===== config.mk =====
export PLATFORM = sky130hd
export DESIGN_NAME = arithmetic_expression_lexer
export DESIGN_NICKNAME = d
export VERILOG_FILES = /design/src/rtl/ael_pkg.sv /design/src/rtl/ael_step.sv /design/src/rtl/ael_out_reg.sv /design/src/rtl/arithmetic_expression_lexer.sv
export SDC_FILE = /design/constraint.sdc
export NUM_CORES = 1
export LEC_CHECK = 0
export BUFFER_PORTS_ARGS = -buffer_cell sky130_fd_sc_hd__buf_2
export CORE_ASPECT_RATIO = 1.75
export CORE_MARGIN = 10
export CORE_UTILIZATION = 30
export DETAILED_ROUTE_END_ITERATION = 8
export PLACE_DENSITY = 0.49
export SETUP_SLACK_MARGIN = 0.05
export SKIP_CTS_REPAIR_TIMING = 1
export SLEW_MARGIN = 15
export SYNTH_ARGS = -nofsm -noshare
export SYNTH_HDL_FRONTEND = slang
export SYNTH_HIERARCHICAL = 1
export SYNTH_SLANG_ARGS = --single-unit

===== constraint.sdc =====
create_clock -name clk -period 3.61 [get_ports clk]
set_input_delay 0.1805 -clock clk [delete_from_list [all_inputs] [get_ports clk]]
set_output_delay 0.1805 -clock clk [all_outputs]
set_load 0.02 [all_outputs]

===== src/rtl/ael_pkg.sv =====
// Shared types, character codes and classification functions for the expression lexer.
package ael_pkg;

	typedef enum logic [3:0] {
		TOK_NUMBER   = 4'd0,
		TOK_LPAREN   = 4'd1,
		TOK_RPAREN   = 4'd2,
		TOK_EXPONENT = 4'd3,
		TOK_MULTIPLY = 4'd4,
		TOK_DIVIDE   = 4'd5,
		TOK_MODULUS  = 4'd6,
		TOK_PLUS     = 4'd7,
		TOK_MINUS    = 4'd8,
		TOK_UNKNOWN  = 4'd9,
		TOK_END      = 4'd10
	} token_type_t;

	localparam logic [1:0] PH_NONE = 2'd0;
	localparam logic [1:0] PH_INT  = 2'd1;
	localparam logic [1:0] PH_FRAC = 2'd2;

	localparam logic [7:0] CH_LPAREN = 8'h28;
	localparam logic [7:0] CH_RPAREN = 8'h29;
	localparam logic [7:0] CH_CARET  = 8'h5e;
	localparam logic [7:0] CH_STAR   = 8'h2a;
	localparam logic [7:0] CH_SLASH  = 8'h2f;
	localparam logic [7:0] CH_PCT    = 8'h25;
	localparam logic [7:0] CH_PLUS   = 8'h2b;
	localparam logic [7:0] CH_MINUS  = 8'h2d;
	localparam logic [7:0] CH_POINT  = 8'h2e;
	localparam logic [7:0] CH_ZERO   = 8'h30;
	localparam logic [7:0] CH_NINE   = 8'h39;
	localparam logic [7:0] CH_SPACE  = 8'h20;
	localparam logic [7:0] CH_TAB    = 8'h09;
	localparam logic [7:0] CH_CR     = 8'h0d;
	localparam logic [7:0] CH_NUL    = 8'h00;

	typedef struct packed {
		logic       held_valid;
		logic [7:0] held_char;
		logic       held_start;
		logic [1:0] number_phase;
	} lex_state_t;

	typedef struct packed {
		token_type_t token_type;
		logic [7:0]  token_char;
		logic        token_start;
		logic        token_last;
		logic        stream_end;
	} token_t;

	function automatic logic is_digit(input logic [7:0] c);
		return (c >= CH_ZERO) && (c <= CH_NINE);
	endfunction

	function automatic logic is_space(input logic [7:0] c);
		return (c == CH_SPACE) || ((c >= CH_TAB) && (c <= CH_CR));
	endfunction

	function automatic token_type_t class_of(input logic [7:0] c);
		token_type_t t;
		if (is_digit(c)) begin
			t = TOK_NUMBER;
		end else begin
			unique case (c)
				CH_LPAREN: t = TOK_LPAREN;
				CH_RPAREN: t = TOK_RPAREN;
				CH_CARET:  t = TOK_EXPONENT;
				CH_STAR:   t = TOK_MULTIPLY;
				CH_SLASH:  t = TOK_DIVIDE;
				CH_PCT:    t = TOK_MODULUS;
				CH_PLUS:   t = TOK_PLUS;
				CH_MINUS:  t = TOK_MINUS;
				default:   t = TOK_UNKNOWN;
			endcase
		end
		return t;
	endfunction

endpackage


===== src/rtl/ael_step.sv =====
// Per-character labeling and next-state logic of the expression lexer.
module ael_step (
	input  ael_pkg::lex_state_t cur,
	input  logic [7:0]          char_code,
	input  logic                expr_end,
	output ael_pkg::lex_state_t nxt,
	output ael_pkg::token_t     tok,
	output logic                emit
);

	logic       cont;
	logic [1:0] cont_phase;
	logic       in_number;
	logic       c_digit;

	assign c_digit   = ael_pkg::is_digit(char_code);
	assign in_number = (cur.number_phase != ael_pkg::PH_NONE);

	always_comb begin
		cont       = 1'b0;
		cont_phase = ael_pkg::PH_NONE;
		if (cur.held_valid) begin
			if (cur.number_phase == ael_pkg::PH_INT) begin
				if (c_digit) begin
					cont       = 1'b1;
					cont_phase = ael_pkg::PH_INT;
				end else if (char_code == ael_pkg::CH_POINT) begin
					cont       = 1'b1;
					cont_phase = ael_pkg::PH_FRAC;
				end
			end else if (cur.number_phase[1]) begin
				if (c_digit) begin
					cont       = 1'b1;
					cont_phase = ael_pkg::PH_FRAC;
				end
			end else if ((cur.held_char == ael_pkg::CH_MINUS) && c_digit) begin
				cont       = 1'b1;
				cont_phase = ael_pkg::PH_INT;
			end
		end
	end

	always_comb begin
		tok.token_char  = cur.held_char;
		tok.token_start = cur.held_start;
		tok.token_last  = 1'b1;
		tok.stream_end  = 1'b1;
		tok.token_type  = in_number ? ael_pkg::TOK_NUMBER : ael_pkg::class_of(cur.held_char);
		nxt             = '0;
		emit            = 1'b1;
		if (expr_end) begin
			if (!cur.held_valid) begin
				tok.token_type  = ael_pkg::TOK_END;
				tok.token_char  = ael_pkg::CH_NUL;
				tok.token_start = 1'b1;
			end
		end else begin
			emit           = cur.held_valid;
			tok.stream_end = 1'b0;
			tok.token_last = !cont;
			if (cont) begin
				tok.token_type = ael_pkg::TOK_NUMBER;
			end
			if (!ael_pkg::is_space(char_code)) begin
				nxt.held_valid   = 1'b1;
				nxt.held_char    = char_code;
				nxt.held_start   = !cont;
				nxt.number_phase = cont ? cont_phase :
				                   (c_digit ? ael_pkg::PH_INT : ael_pkg::PH_NONE);
			end
		end
	end

endmodule


===== src/rtl/ael_out_reg.sv =====
// One-entry result register between the lexer logic and the output channel.
module ael_out_reg (
	input  logic            clk,
	input  logic            arst_n,
	input  logic            load,
	input  ael_pkg::token_t load_tok,
	output logic            room,
	output logic            out_valid,
	input  logic            out_ready,
	output ael_pkg::token_t out_tok
);

	logic            valid_q;
	ael_pkg::token_t tok_q;

	assign room      = !valid_q || out_ready;
	assign out_valid = valid_q;
	assign out_tok   = tok_q;

	always_ff @(posedge clk or negedge arst_n) begin
		if (!arst_n) begin
			valid_q <= 1'b0;
		end else if (load) begin
			valid_q <= 1'b1;
		end else if (out_ready) begin
			valid_q <= 1'b0;
		end
	end

	always_ff @(posedge clk) begin
		if (load) begin
			tok_q <= load_tok;
		end
	end

endmodule


===== src/rtl/arithmetic_expression_lexer.sv =====
// Top level of the streaming arithmetic expression lexer.
//
// Input channel (in_valid/in_ready): one request per character byte, or an
// end marker (expr_end=1, char_code ignored). Output channel
// (out_valid/out_ready): one labeled character per non-space character, carrying its
// token class, the character, start/last flags and stream_end.
// Each character's label is emitted when the next request arrives, since
// token boundaries and signed numbers depend on the following character.
// Whitespace gives no result. An end marker flushes the held character, or
// yields an end token if nothing is held, and clears the lexer state.
// A result is in the output register in the cycle after the request that
// completes it. One request per cycle is accepted while the output register
// has room; the single held-character register updates on each accepted one.
// The one-entry output register takes a new result in the same cycle its
// current result is taken; while the receiver stalls with a result waiting,
// in_ready is low and the lexer state holds.
// Reset clears the held character state and the output register's valid flag.
module arithmetic_expression_lexer (
	input  logic       clk,
	input  logic       arst_n,
	input  logic       in_valid,
	output logic       in_ready,
	input  logic [7:0] char_code,
	input  logic       expr_end,
	output logic       out_valid,
	input  logic       out_ready,
	output logic [3:0] token_type,
	output logic [7:0] token_char,
	output logic       token_start,
	output logic       token_last,
	output logic       stream_end
);

	ael_pkg::lex_state_t state_q;
	ael_pkg::lex_state_t state_nxt;
	ael_pkg::token_t     step_tok;
	ael_pkg::token_t     out_tok;
	logic                emit;
	logic                accept;
	logic                room;

	assign in_ready = room;
	assign accept   = in_valid && room;

	ael_step u_step (
		.cur       (state_q),
		.char_code (char_code),
		.expr_end  (expr_end),
		.nxt       (state_nxt),
		.tok       (step_tok),
		.emit      (emit)
	);

	always_ff @(posedge clk or negedge arst_n) begin
		if (!arst_n) begin
			state_q <= '0;
		end else if (accept) begin
			state_q <= state_nxt;
		end
	end

	ael_out_reg u_out (
		.clk       (clk),
		.arst_n    (arst_n),
		.load      (accept && emit),
		.load_tok  (step_tok),
		.room      (room),
		.out_valid (out_valid),
		.out_ready (out_ready),
		.out_tok   (out_tok)
	);

	assign token_type  = 4'(out_tok.token_type);
	assign token_char  = out_tok.token_char;
	assign token_start = out_tok.token_start;
	assign token_last  = out_tok.token_last;
	assign stream_end  = out_tok.stream_end;

endmodule

## After elaboration in Yosys (flattened, before gate mapping)

Index checks and enable logic that the tools add are counted.

- Bits in registers: 28
- Latch bits: 0
- RAM bits: 0
- ROM bits: 0
- Bits of input ports: 13
- Output and inout bits: 17
- Logic and storage cells: 68
- Memories kept: 0

- Add/subtract/negate cells: 0
- $mul: 0
- Divide/modulo/power cells: 0
- $lt $le $gt $ge: 6
- Eq/ne operators: 11
- Shift-type cells: 0
- Muxes and demuxes: 29
- Bitwise gates (word level): 0
- Reductions and logical operators: 12

Operators with widths:

| kind | count |
|---|---|
| $eq 8x6->1 const B | 9 |
| $pmux 4 s8 | 1 |
| $mux 12 | 2 |
| $ge 8x6->1 const B | 2 |
| $le 8x6->1 const B | 2 |
| $mux 4 | 4 |
| $mux 2 | 7 |
| $mux 1 | 13 |
| $mux 13 | 1 |
| $mux 9 | 1 |
| $eq 8x7->1 const B | 1 |
| $ge 8x4->1 const B | 1 |
| $le 8x4->1 const B | 1 |
| $logic_and 1x1->1 | 6 |
| $reduce_bool 2->1 | 2 |
| $eq 2x1->1 const B | 1 |
| $logic_not 1->1 | 2 |
| $logic_or 1x1->1 | 2 |

## Longest topological paths before layout

- Depth after elaboration: 10
- Mapped depth: 6
- Mapped depth without buffers: 5

## Modules after synthesis

Netlist, hierarchy kept.

Modules (own cells, without submodules):

| module | times used | cells an instance | area each (sq um) | seq. area each (sq um) |
|---|---|---|---|---|
| ael_step | 1 | 76 | 515.5 | 0.0 |
| ael_out_reg | 1 | 18 | 498.0 | 475.5 |
| arithmetic_expression_lexer | 1 | 27 | 498.0 | 300.3 |

## Worst setup path after synthesis

No wires, ideal clock.

- Kind: register -> register
- Start point: reg state_q[7] (netlist name)
- End point: reg state_q[2] (netlist name)
- Library setup time: 125 ps
- Data arrival time: 1524 ps
- Required time: 3485 ps
- Setup slack: 1961 ps
- Cell stages (with the launch flop): 6
- Path buffers: 0
- Clock period less this slack: 1649 ps
- Cell sequence: dfrtp_1 -> nor4b_4 -> a21oi_1 -> a221oi_2 -> nor2b_1 -> mux2_2

RTL lines:

| element | RTL line | source |
|---|---|---|
| from (decl) | arithmetic_expression_lexer.sv:34 | `ael_pkg::lex_state_t state_q;` |
| from (signal assigned) | arithmetic_expression_lexer.sv:58 | `state_q <= state_nxt;` |

==> flow_metrics.env <==
export IMPL_status="finished, final reports clean"
export IMPL_ant_nets=0
export IMPL_setup_slack_ns=1.745
export IMPL_rsz0062_at_grt="no"
export IMPL_synth_top_area_cell="edfxtp_1"
export IMPL_syn_avg_cell_area_um2=12.49
export IMPL_max_slew_margin_rel_pct=60.46
export IMPL_synth_common_cells="and2_1, edfxtp_1, dfrtp_1, mux2_4, nand2_1"
export IMPL_path_class="flip-flop to flip-flop"
export IMPL_wl_um=3192
export IMPL_clock_sinks=28
export IMPL_power_mw=0.7556
export IMPL_cp_end_kind="flip-flop"
export IMPL_reg2reg_to="state_q[2]"
export IMPL_cts_buffer_depth=2
export IMPL_worst_ep_arrival_time_ns=2.03
export IMPL_worst_skew_pair_late_latency_ns=0.27
export IMPL_period_needed_ns=1.865
export IMPL_core_area_um2=4935
export IMPL_grt_pass1_wl_um=5354
export IMPL_fmaxAchievable_mhz=536.2
export IMPL_ys_top_cells_by_area="edfxtp_1, dfrtp_1, mux2_4"
export IMPL_rr_worst_depth=5
export IMPL_hold_path_cell_count=3
export IMPL_via_count=1036
export IMPL_synth_edf_count=15
export IMPL_initial_utilization_pct=30.63
export IMPL_hp_class="input port to flip-flop"
export IMPL_rows=34
export IMPL_fin_setup_tns_ns=0
export IMPL_holdCritStartpoint="out_ready"
export IMPL_synth_most_common_cell="and2_1"
export IMPL_synth_area_um2=1511
export IMPL_cts_max_level=1
export IMPL_peakVddDrop_v=0.0002217
export IMPL_reg2reg_setup_slack_ns=1.75
export IMPL_hold_viol_final=0
export IMPL_die_x_um=73.66
export IMPL_grt_start_max_net_pins=17
export IMPL_yosys_warnings=6
export IMPL_synth_top_area_share_pct=29.80
export IMPL_power_density_nw_per_um2=432.0
export IMPL_drtPass1Iterations=4
export IMPL_dp_slack_ns=1.753
export IMPL_grt_total_usage_pct=7.994
export IMPL_setup_viol=0
export IMPL_cp_start_kind="flip-flop"
export IMPL_drive_gt1_share_pct=37.33
export IMPL_post_dp_hpwl_um=2597
export IMPL_numCtsBuffers=3
export IMPL_routed_via_density=5.078
export IMPL_io_buffers=29
export IMPL_synth_nets=134
export IMPL_die_y_um=113.9
export IMPL_seq_area_frac_synth_pct=51.32
export IMPL_first_iter_violations=20
export IMPL_synthArstFlopShare_pct=46.43
export IMPL_drv_cap=0
export IMPL_antennaDiodeCount=0
export IMPL_path_max_fanout=6
export IMPL_syn_inst=121
export IMPL_drc=0
export IMPL_ys_types=41
export IMPL_grt_pass1_vias=1118
export IMPL_die_area_um2=8389
export IMPL_leakagePower_nw=0.7504
export IMPL_rr_startpoint="state_q[7]"
export IMPL_grt_ovfl_total=0
export IMPL_slew_violations=0
export IMPL_synth_flop_cell="edfxtp_1"
export IMPL_cts_tree="yes"
export IMPL_pin_count=30
export IMPL_worst_clock_skew_ns=0.002369
export IMPL_cts_clk_slew_worst_paths_ns=0.09
export IMPL_cts_root_buf="clkbuf_8"
export IMPL_gp_congestion=0.8175
export IMPL_avgRoutedWirePerCell_um=15.65
export IMPL_area_growth_pct=15.73
export IMPL_final_nets=164
export IMPL_grt_antenna_before_repair=0
export IMPL_ys_seq_elements=28
export IMPL_period_share_pct=51.66
export IMPL_tightestPinTransition_ns=0.5891
export IMPL_min_to="u_out/out_valid"
export IMPL_critPathRequiredTime_ns=3.78
==> metal layers <==
metal / GRT usage (%) / vias to the layer above / routed length [um]
li1: - / 504 / -
met1: 8.060 / 499 / 1201
met2: 14.44 / 28 / 1748
met3: 2.087 / 5 / 179
met4: 3.745 / 0 / 62
met5: 0 / - / 0
==> worst max-delay path by stage <==
stage	start	end	slack, ns	cells after the start
3_3_place_gp	char_code[2]	state_q[0]	1.77	6
2_1_floorplan	state_q[7]	state_q[2]	1.96	5
4_1_cts	state_q[7]	state_q[2]	1.75	5
3_5_place_dp	char_code[2]	state_q[0]	1.75	6
5_1_grt	state_q[7]	state_q[2]	1.61	5
6_report	state_q[7]	state_q[2]	1.75	5
==> report_power, final <==
group / internal [mW] / total [mW] / switching [mW]
Sequential: 0.376 / 0.409 / 0.0323
Combinational: 0.0714 / 0.155 / 0.0834
Clock: 0.0977 / 0.192 / 0.0945
Total: 0.545 / 0.756 / 0.210
==> critical path: stages (launching register included) <==
cell and delay (ns):
dfrtp_1 0.45, nor4b_4 0.45, a21oi_1 0.15, a221oi_2 0.39, nor2b_1 0.08, mux2_2 0.26
==> per-stage QoR <==
stage          area, um^2  utilization (%)  hold WS [ns]  cells
6_report             1749            35.45        0.1868    204
5_1_grt              1749            35.45        0.1881    204
4_1_cts              1739            35.24       -0.2179    203
3_5_place_dp         1684            34.13       0.08595    199
3_3_place_gp         1684            34.13       0.08325    199
2_1_floorplan        1511                -       -0.1151    121
==> final cells by class <==
type / instances / area [um^2]
flip-flops and latches: 28 / 775.7
inverters: 2 / 7.507
well taps: 54 / 67.56
fillers: 485 / 3186
repair buffers: 30 / 155.1
multi-input cells: 86 / 688.2
clock buffers: 4 / 55.05
==> layout by cell type (no fill, tap or decap), drive strengths merged, types with 3 or more instances in the layout <==
cell type and n:
nor3b 4, nor2b 3, and2 16, buf 29, o21ai 4, and4b 3
and3 3, nor2 4, nand2 8, dfrtp 13, nand2b 3, a21oi 4
nand4 3, edfxtp 15, mux2 12, clkbuf 4
==> sequential cells by signal (all words and copies together) (netlist names) <==
name / count
u_out/out_tok: 15
u_out/out_valid: 1
state_q: 12
==> logic make-up (layout without fill, tap and decap cells) <==
kind of cell	count (synthesis)	after routing	synth area share [%]
simple gates	56	56	25.33
flops	28	28	51.32
compound gates	18	18	8.774
mux	12	12	11.42
buf+inv	7	36	3.146
(Power assumes the default switching activity.)
